### src/sv/swf_hv_pkg.sv
`timescale 1ns / 1ps
`default_nettype none

package swf_hv_pkg;

  localparam int unsigned QueueDepth = 2;

  localparam logic [1:0] CfgMinVersion  = 2'd0;
  localparam logic [1:0] CfgMaxVersion  = 2'd1;
  localparam logic [1:0] CfgMinFileSize = 2'd2;

  localparam logic [7:0]  ResetMinVersion  = 8'd3;
  localparam logic [7:0]  ResetMaxVersion  = 8'd20;
  localparam logic [31:0] ResetMinFileSize = 32'd9;

  localparam logic [2:0] VerdictOk      = 3'd0;
  localparam logic [2:0] VerdictVersion = 3'd1;
  localparam logic [2:0] VerdictSize    = 3'd2;
  localparam logic [2:0] VerdictWidth   = 3'd3;
  localparam logic [2:0] VerdictRect    = 3'd4;

  localparam logic [4:0] PosVersion  = 5'd3;
  localparam logic [4:0] PosSizeLo   = 5'd4;
  localparam logic [4:0] PosSizeHi   = 5'd7;
  localparam logic [4:0] PosWidth    = 5'd8;
  localparam logic [4:0] PosLast     = 5'd31;
  localparam logic [4:0] MinFieldWid = 5'd2;

  typedef enum logic [2:0] {
    KindSig,
    KindVer,
    KindSize,
    KindWidth,
    KindRect
  } swf_kind_e;

  typedef struct packed {
    logic [7:0] header_byte;
    logic       start_of_header;
  } swf_in_t;

  typedef struct packed {
    logic [2:0]  verdict;
    logic [31:0] declared_size;
  } swf_out_t;

  typedef struct packed {
    logic [7:0]  min_version;
    logic [7:0]  max_version;
    logic [31:0] min_file_size;
  } swf_cfg_t;

  typedef struct packed {
    logic [7:0] header_byte;
    logic       start;
    swf_kind_e  kind;
    logic [1:0] size_idx;
  } swf_item_t;

endpackage

`default_nettype wire

### src/sv/swf_hv_front.sv
`timescale 1ns / 1ps
`default_nettype none

module swf_hv_front import swf_hv_pkg::*; (
  input  wire logic      clk_i,
  input  wire logic      rst_ni,
  input  wire logic      in_valid_i,
  input  wire swf_in_t   in_word_i,
  input  wire logic      push_ready_i,
  output logic           push_valid_o,
  output swf_item_t      push_item_o
);

  logic [4:0] pos_q, pos_d;
  logic [4:0] pos;
  logic       accept;

  assign accept       = in_valid_i && push_ready_i;
  assign push_valid_o = in_valid_i;
  assign pos          = in_word_i.start_of_header ? 5'd0 : pos_q;

  always_comb begin
    push_item_o.header_byte = in_word_i.header_byte;
    push_item_o.start       = in_word_i.start_of_header;
    push_item_o.size_idx    = pos[1:0];
    if (pos < PosVersion) begin
      push_item_o.kind = KindSig;
    end else if (pos == PosVersion) begin
      push_item_o.kind = KindVer;
    end else if (pos >= PosSizeLo && pos <= PosSizeHi) begin
      push_item_o.kind = KindSize;
    end else if (pos == PosWidth) begin
      push_item_o.kind = KindWidth;
    end else begin
      push_item_o.kind = KindRect;
    end
  end

  always_comb begin
    pos_d = pos_q;
    if (accept) begin
      pos_d = (pos < PosLast) ? pos + 5'd1 : PosLast;
    end
  end

  always_ff @(posedge clk_i or negedge rst_ni) begin
    if (!rst_ni) begin
      pos_q <= 5'd0;
    end else begin
      pos_q <= pos_d;
    end
  end

endmodule

`default_nettype wire

### src/sv/swf_hv_queue.sv
`timescale 1ns / 1ps
`default_nettype none

module swf_hv_queue import swf_hv_pkg::*; (
  input  wire logic      clk_i,
  input  wire logic      rst_ni,
  input  wire logic      push_valid_i,
  input  wire swf_item_t push_item_i,
  output logic           push_ready_o,
  output logic           pop_valid_o,
  output swf_item_t      pop_item_o,
  input  wire logic      pop_ready_i
);

  swf_item_t  mem_q [QueueDepth];
  logic       wr_ptr_q, rd_ptr_q;
  logic [1:0] count_q, count_d;
  logic       push, pop;

  assign push_ready_o = (count_q != 2'(QueueDepth));
  assign pop_valid_o  = (count_q != 2'd0);
  assign pop_item_o   = mem_q[rd_ptr_q];
  assign push         = push_valid_i && push_ready_o;
  assign pop          = pop_valid_o && pop_ready_i;

  always_comb begin
    count_d = count_q;
    if (push && !pop) begin
      count_d = count_q + 2'd1;
    end else if (pop && !push) begin
      count_d = count_q - 2'd1;
    end
  end

  always_ff @(posedge clk_i or negedge rst_ni) begin
    if (!rst_ni) begin
      wr_ptr_q <= 1'b0;
      rd_ptr_q <= 1'b0;
      count_q  <= 2'd0;
    end else begin
      count_q <= count_d;
      if (push) begin
        wr_ptr_q <= ~wr_ptr_q;
      end
      if (pop) begin
        rd_ptr_q <= ~rd_ptr_q;
      end
    end
  end

  always_ff @(posedge clk_i) begin
    if (push) begin
      mem_q[wr_ptr_q] <= push_item_i;
    end
  end

endmodule

`default_nettype wire

### src/sv/swf_hv_back.sv
`timescale 1ns / 1ps
`default_nettype none

module swf_hv_back import swf_hv_pkg::*; (
  input  wire logic      clk_i,
  input  wire logic      rst_ni,
  input  wire swf_cfg_t  cfg_i,
  input  wire logic      item_valid_i,
  input  wire swf_item_t item_i,
  output logic           item_ready_o,
  output logic           out_valid_o,
  output swf_out_t       out_word_o,
  input  wire logic      out_ready_i
);

  logic        given_q, given_d;
  logic [31:0] acc_q, acc_d;
  logic [4:0]  fw_q, fw_d;
  logic [1:0]  fn_q, fn_d;
  logic [4:0]  bl_q, bl_d;
  logic        sign_q, sign_d;
  logic        nz_q, nz_d;
  logic        bf_q, bf_d;
  logic        out_valid_q, out_valid_d;
  swf_out_t    out_word_q, out_word_d;
  logic        pop;
  logic        emit;
  logic [2:0]  verdict;

  assign item_ready_o = !out_valid_q || out_ready_i;
  assign pop          = item_valid_i && item_ready_o;
  assign out_valid_o  = out_valid_q;
  assign out_word_o   = out_word_q;

  always_comb begin
    logic [7:0] b;
    logic [2:0] first;
    logic       run_bits;
    logic       done;
    logic       bit_v;
    b        = item_i.header_byte;
    first    = 3'd7;
    run_bits = 1'b0;
    done     = 1'b0;
    bit_v    = 1'b0;
    given_d  = given_q;
    acc_d    = acc_q;
    fw_d     = fw_q;
    fn_d     = fn_q;
    bl_d     = bl_q;
    sign_d   = sign_q;
    nz_d     = nz_q;
    bf_d     = bf_q;
    emit     = 1'b0;
    verdict  = VerdictOk;
    if (pop) begin
      if (item_i.start) begin
        given_d = 1'b0;
        acc_d   = 32'd0;
        fw_d    = 5'd0;
        fn_d    = 2'd0;
        bl_d    = 5'd0;
        sign_d  = 1'b0;
        nz_d    = 1'b0;
        bf_d    = 1'b0;
      end
      if (!given_d) begin
        case (item_i.kind)
          KindVer: begin
            if (b < cfg_i.min_version || b > cfg_i.max_version) begin
              emit    = 1'b1;
              verdict = VerdictVersion;
            end
          end
          KindSize: begin
            acc_d = acc_d | ({24'd0, b} << {item_i.size_idx, 3'b000});
            if (item_i.size_idx == 2'd3 && acc_d < cfg_i.min_file_size) begin
              emit    = 1'b1;
              verdict = VerdictSize;
            end
          end
          KindWidth: begin
            fw_d = b[7:3];
            if (fw_d < MinFieldWid) begin
              emit    = 1'b1;
              verdict = VerdictWidth;
            end else begin
              fn_d     = 2'd0;
              bl_d     = fw_d;
              bf_d     = 1'b0;
              run_bits = 1'b1;
              first    = 3'd2;
            end
          end
          KindRect: begin
            run_bits = 1'b1;
          end
          default: begin
          end
        endcase
        if (run_bits) begin
          for (int i = 7; i >= 0; i--) begin
            if (3'(i) <= first && !done) begin
              bit_v = b[i];
              if (bl_d == fw_d) begin
                sign_d = bit_v;
                nz_d   = bit_v;
              end else if (bit_v) begin
                nz_d = 1'b1;
              end
              bl_d = bl_d - 5'd1;
              if (bl_d == 5'd0) begin
                if (!fn_d[0]) begin
                  if (nz_d) begin
                    bf_d = 1'b1;
                  end
                end else if (sign_d || !nz_d) begin
                  bf_d = 1'b1;
                end
                if (fn_d == 2'd3) begin
                  done = 1'b1;
                end else begin
                  fn_d = fn_d + 2'd1;
                  bl_d = fw_d;
                end
              end
            end
          end
          if (done) begin
            emit    = 1'b1;
            verdict = bf_d ? VerdictRect : VerdictOk;
          end
        end
        if (emit) begin
          given_d = 1'b1;
        end
      end
    end
  end

  always_comb begin
    out_valid_d = out_valid_q;
    out_word_d  = out_word_q;
    if (pop && emit) begin
      out_valid_d              = 1'b1;
      out_word_d.verdict       = verdict;
      out_word_d.declared_size = (verdict == VerdictVersion) ? 32'd0 : acc_d;
    end else if (out_ready_i) begin
      out_valid_d = 1'b0;
    end
  end

  always_ff @(posedge clk_i or negedge rst_ni) begin
    if (!rst_ni) begin
      given_q     <= 1'b1;
      acc_q       <= 32'd0;
      fw_q        <= 5'd0;
      fn_q        <= 2'd0;
      bl_q        <= 5'd0;
      sign_q      <= 1'b0;
      nz_q        <= 1'b0;
      bf_q        <= 1'b0;
      out_valid_q <= 1'b0;
    end else begin
      given_q     <= given_d;
      acc_q       <= acc_d;
      fw_q        <= fw_d;
      fn_q        <= fn_d;
      bl_q        <= bl_d;
      sign_q      <= sign_d;
      nz_q        <= nz_d;
      bf_q        <= bf_d;
      out_valid_q <= out_valid_d;
    end
  end

  always_ff @(posedge clk_i) begin
    out_word_q <= out_word_d;
  end

endmodule

`default_nettype wire

### src/sv/swf_header_validator_core.sv
// Checks the header of an uncompressed flash file, one byte per word, with
// start_of_header marking byte 0. Gives one verdict word (with the declared
// little-endian size from bytes 4 to 7) per header: 0 accepted, 1 version
// outside [min_version, max_version], 2 size below min_file_size, 3 field
// width below 2, 4 frame rectangle not at the origin or not positive. Bytes
// after a verdict are dropped until the next start flag. Takes one byte per
// cycle while the queue has room; a verdict passes the two-entry queue
// between the position tracker and the parser, then the output register.
// The user must write configuration registers through cfg_we_i, cfg_index_i
// and cfg_data_i only while no header is in flight; it is not enforced.
`timescale 1ns / 1ps
`default_nettype none

module swf_header_validator_core import swf_hv_pkg::*; (
  input  wire logic        clk_i,
  input  wire logic        rst_ni,
  input  wire logic        cfg_we_i,
  input  wire logic [1:0]  cfg_index_i,
  input  wire logic [31:0] cfg_data_i,
  input  wire logic        in_valid_i,
  output logic             in_ready_o,
  input  wire swf_in_t     in_word_i,
  output logic             out_valid_o,
  input  wire logic        out_ready_i,
  output swf_out_t         out_word_o
);

  swf_cfg_t  cfg_q;
  logic      push_valid, push_ready;
  swf_item_t push_item;
  logic      pop_valid, pop_ready;
  swf_item_t pop_item;

  always_ff @(posedge clk_i or negedge rst_ni) begin
    if (!rst_ni) begin
      cfg_q.min_version   <= ResetMinVersion;
      cfg_q.max_version   <= ResetMaxVersion;
      cfg_q.min_file_size <= ResetMinFileSize;
    end else if (cfg_we_i) begin
      case (cfg_index_i)
        CfgMinVersion:  cfg_q.min_version   <= cfg_data_i[7:0];
        CfgMaxVersion:  cfg_q.max_version   <= cfg_data_i[7:0];
        CfgMinFileSize: cfg_q.min_file_size <= cfg_data_i;
        default: begin
        end
      endcase
    end
  end

  assign in_ready_o = push_ready;

  swf_hv_front u_front (
    .clk_i        (clk_i),
    .rst_ni       (rst_ni),
    .in_valid_i   (in_valid_i),
    .in_word_i    (in_word_i),
    .push_ready_i (push_ready),
    .push_valid_o (push_valid),
    .push_item_o  (push_item)
  );

  swf_hv_queue u_queue (
    .clk_i        (clk_i),
    .rst_ni       (rst_ni),
    .push_valid_i (push_valid),
    .push_item_i  (push_item),
    .push_ready_o (push_ready),
    .pop_valid_o  (pop_valid),
    .pop_item_o   (pop_item),
    .pop_ready_i  (pop_ready)
  );

  swf_hv_back u_back (
    .clk_i        (clk_i),
    .rst_ni       (rst_ni),
    .cfg_i        (cfg_q),
    .item_valid_i (pop_valid),
    .item_i       (pop_item),
    .item_ready_o (pop_ready),
    .out_valid_o  (out_valid_o),
    .out_word_o   (out_word_o),
    .out_ready_i  (out_ready_i)
  );

endmodule

`default_nettype wire

### config.mk
export PLATFORM = sky130hd
export DESIGN_NAME = swf_header_validator_core
export DESIGN_NICKNAME = d
export VERILOG_FILES = /design/src/sv/swf_hv_pkg.sv /design/src/sv/swf_hv_front.sv /design/src/sv/swf_hv_queue.sv /design/src/sv/swf_hv_back.sv /design/src/sv/swf_header_validator_core.sv
export SDC_FILE = /design/constraint.sdc
export NUM_CORES = 1
export LEC_CHECK = 0
export ABC_AREA = 1
export BUFFER_PORTS_ARGS = -buffer_cell sky130_fd_sc_hd__buf_2
export CAP_MARGIN = 20
export CORE_MARGIN = 5
export CORE_UTILIZATION = 60
export DETAILED_ROUTE_END_ITERATION = 8
export PLACE_DENSITY_LB_ADDON = 0.08
export SYNTH_ARGS = -nofsm -noshare
export SYNTH_HDL_FRONTEND = slang
export SYNTH_HIERARCHICAL = 1
export SYNTH_SLANG_ARGS = --single-unit
### constraint.sdc
create_clock -name clk_i -period 22.7 [get_ports clk_i]
set_input_delay 2.27 -clock clk_i [delete_from_list [all_inputs] [get_ports clk_i]]
set_output_delay 2.27 -clock clk_i [all_outputs]
set_load 0.01 [all_outputs]
==> key figures <==
Floorplan
  – Die width: 155 microns
  – Top Ports: 85
  – Die ar.: 24100 sq um
  – Effective utilization at floorplan: 60.7%
  – # rows: 53
  – Core ar.: 20900 sq um
  – Die Y: 155 microns

Critical path
  – Crit path max-delay family: simple AND/OR/NAND/NOR gates
  – Setup crit end kind: register
  – R2R depth: 77
  – Critical Path RT: 22.79 ns
  – FF-to-FF Start: u_queue/rd_ptr_q
  – Most used cell, CP: nand2_1
  – Worst path max stage delay: 0.69 ns
  – Critical-path top delay cell: dfrtp_1
  – CP Max Fanout: 35
  – Startpoint types: register
  – Crit path buf inv count: 8
  – Crit path DAT: 11.80 ns
  – R2r setup slk: 11.00 ns
  – WS Path Type: reg2reg
  – Capturing point of the worst reg2reg path: u_back/out_word_o[4]

Synthesis
  – Mapped Cells: 1723
  – Syn Nets: 1834
  – Most used DFF post-synth: dfrtp_1
  – Share of flip-flops with an asynchronous set or reset: 62.7%
  – Post-synthesis sequential area ratio: 35.9%
  – Mean Syn Cell Area: 7.36 sq um
  – EDFF count, synth: 63
  – #FFs+latches synth: 169
  – Distinct cells, synth: 58
  – Synth warnings: 6
  – Mapped cell area: 12700 sq um

Layout
  – Area grow syn2layout: 8.73%
  – Fin area: 13800 sq um
  – Antenna diodes: 0
  – NumNets Final: 1879
  – Share of layout cells above drive strength 1: 14.7%

Timing
  – Final Critical Period: 11.70 ns
  – Clock Skew: 0.0120 ns
  – Fmax achieved: 0.0854 GHz
  – Worst rel slew slack: 35.2%
  – Final setup fails: 0
  – Hold violation count in the final report: 0
  – RSZ-0062 raised after global routing: no
  – Period utilisation layout: 51.6%
  – Worst-margin pin slew: 0.970 ns
  – Pins over their slew limit: 0
  – Setup TNS: 0 ns

Clock network
  – CTS H-tree depth: 4
  – CTS tree: done
  – Post-CTS Resized: 0
  – Post-CTS setup buffers: 0
  – Clock slew at reported path FFs: 0.08 ns
  – CTS Sinks: 169
  – Root Driver: clkbuf_16
  – Worst skew pair latency: 0.44 ns
  – Clock Tree Buf Depth: 2
  – Cts hold-fix bufs: 0
  – CTS Buf Count: 17

Detailed routing
  – Remaining DRCs: 0
  – Vias per cell: 5.71
  – Routed len/inst: 16.2 microns
  – Vias: 11743
  – Initial DRC Count: 1073
  – Post-route ant nets: 0
  – Router iterations before antenna repair: 6
  – Post-Route WL: 33.2 mm

Global routing
  – Vias in the first global route: 10838
  – First-pass GRT wire length: 54.4 mm
  – Largest net degree at the start of global routing: 68
  – Initial antenna violation count: 0
  – Total track usage: 27.6%
  – Remaining Overflow, GRT: 0

Hold path
  – Worst hold path stage count: 2
  – Hold Path Class: reg2reg
  – Hold Startpoint: cfg_q[40]
  – Hold path endpoint: cfg_q[40]

Placement
  – IO buf count: 84
  – Final GP Congestion: 0.965
  – DP Area: 13100 sq um
  – HPWL after DPL: 24.2 mm

Status
  – Status: finished, final reports clean

Run
  – # Max-Cap Violations: 0
worst min-delay path, stage by stage (launching register included):
cell	delay [ns]
dfstp_2	0.37
nand2_1	0.05
nand2_1	0.04
final cells by class:
class	count	area [sq um]
Fill cell	1790	7100
Timing Repair Buffer	97	541
Inverter	249	940
Tap cell	275	344
Sequential cell	169	4550
Multi-Input combinational cell	1234	6770
Clock inverter	15	215
Clock buffer	17	425
logic make-up after synthesis:
logic type | synth area share (%)
compound gates | 12.4
flops | 35.9
fa+ha+maj | 6.22
buf+inv | 10.7
mux | 0.0790
simple gates | 33.0
xor+xnor | 1.64
metrics by stage:
step           setup slack (ns)  hold WS [ns]  cells  utilization, %
2_1_floorplan             12.70         0.441   1723               -
3_3_place_gp              11.76         0.452   2021            62.7
3_5_place_dp              11.16         0.453   2021            62.7
4_1_cts                   11.11         0.465   2053            65.8
5_1_grt                    9.79         0.480   2056            66.0
6_report                  11.00         0.466   2056            66.0
how the worst max path moves through the flow:
stage	cells past startpoint	end	slack, ns	start
global route	79	u_back/out_word_o[30]	9.79	u_queue/rd_ptr_q
global placement	77	u_back/out_word_o[3]	11.76	u_queue/rd_ptr_q
floorplan	78	u_back/out_word_o[0]	12.70	u_queue/rd_ptr_q
CTS	77	u_back/out_word_o[3]	11.11	u_queue/rd_ptr_q
detailed placement	77	u_back/out_word_o[20]	11.16	u_queue/rd_ptr_q
finish	77	u_back/out_word_o[4]	11.00	u_queue/rd_ptr_q
layer usage:
layer  part of all wire (%)  vias up  GRT usage [%]
li1                       -     5801              -
met1                     46     5371           40.6
met2                     44      517           42.2
met3                    9.0       54           5.54
met4                    1.8        0           6.67
met5                      0        -              0
flip-flops by register name, summed over array words and instances (netlist names):
| register | flops |
|---|---|
| cfg_q | 48 |
| u_back/out_word_o | 35 |
| u_back/acc_q | 32 |
| u_queue/mem_q | 28 |
| u_back/bl_q | 5 |
| u_back/fw_q | 5 |
| u_front/pos_q | 5 |
| u_back/fn_q | 2 |
| u_queue/count_q | 2 |
| u_back/bf_q | 1 |
| u_back/given_q | 1 |
| u_back/nz_q | 1 |
| u_back/out_valid_o | 1 |
| u_back/sign_q | 1 |
| u_queue/rd_ptr_q | 1 |
| u_queue/wr_ptr_q | 1 |
synth_stat cells (11+ instances only):
cell type	number	share of area [%]
o21ai_1	16	0.63
buf_2	15	0.59
a21oi_1	60	2.4
dfrtp_1	99	20
nand2_2	43	2.1
inv_1	224	6.6
edfxtp_1	63	15
nor2_2	11	0.54
ha_1	63	6.2
clkbuf_1	31	0.92
nand3_1	105	4.1
o21ai_0	89	3.5
nand4_1	81	4.0
nor2_1	104	3.1
xor2_1	15	1.0
buf_4	13	0.77
nor3_1	11	0.43
o32ai_1	33	2.3
nand2_1	496	15
inv_2	20	0.59
placed cells by master, fill, tap and decap left out, types with 4 or more instances in the layout:
cell       instances
a211oi_1           5
a21boi_1           4
nand3_2           10
nand3_1          105
nand3b_1           5
xor2_1            15
nand2_2           43
o21ai_1           17
o21a_1             4
edfxtp_1          63
o32ai_1           33
nor2_2            12
nor3_1            11
o22ai_1            6
clkinv_8           8
nand4_1           81
nand2_1          496
nor2_4             7
clkinv_1           4
o21ai_0           88
inv_2             20
dfstp_2            7
nand2_4           10
nand3_4            5
dfrtp_1           99
xnor2_1            5
o2111ai_1          5
nor2_1           103
inv_1            224
clkbuf_16         17
buf_2             83
ha_1              63
o211ai_1           8
a21oi_1           60
buf_4             13
Power is left out: the tool's default activity adds up to more than one toggle a clock period on the data nets, which glitch-free logic cannot reach.
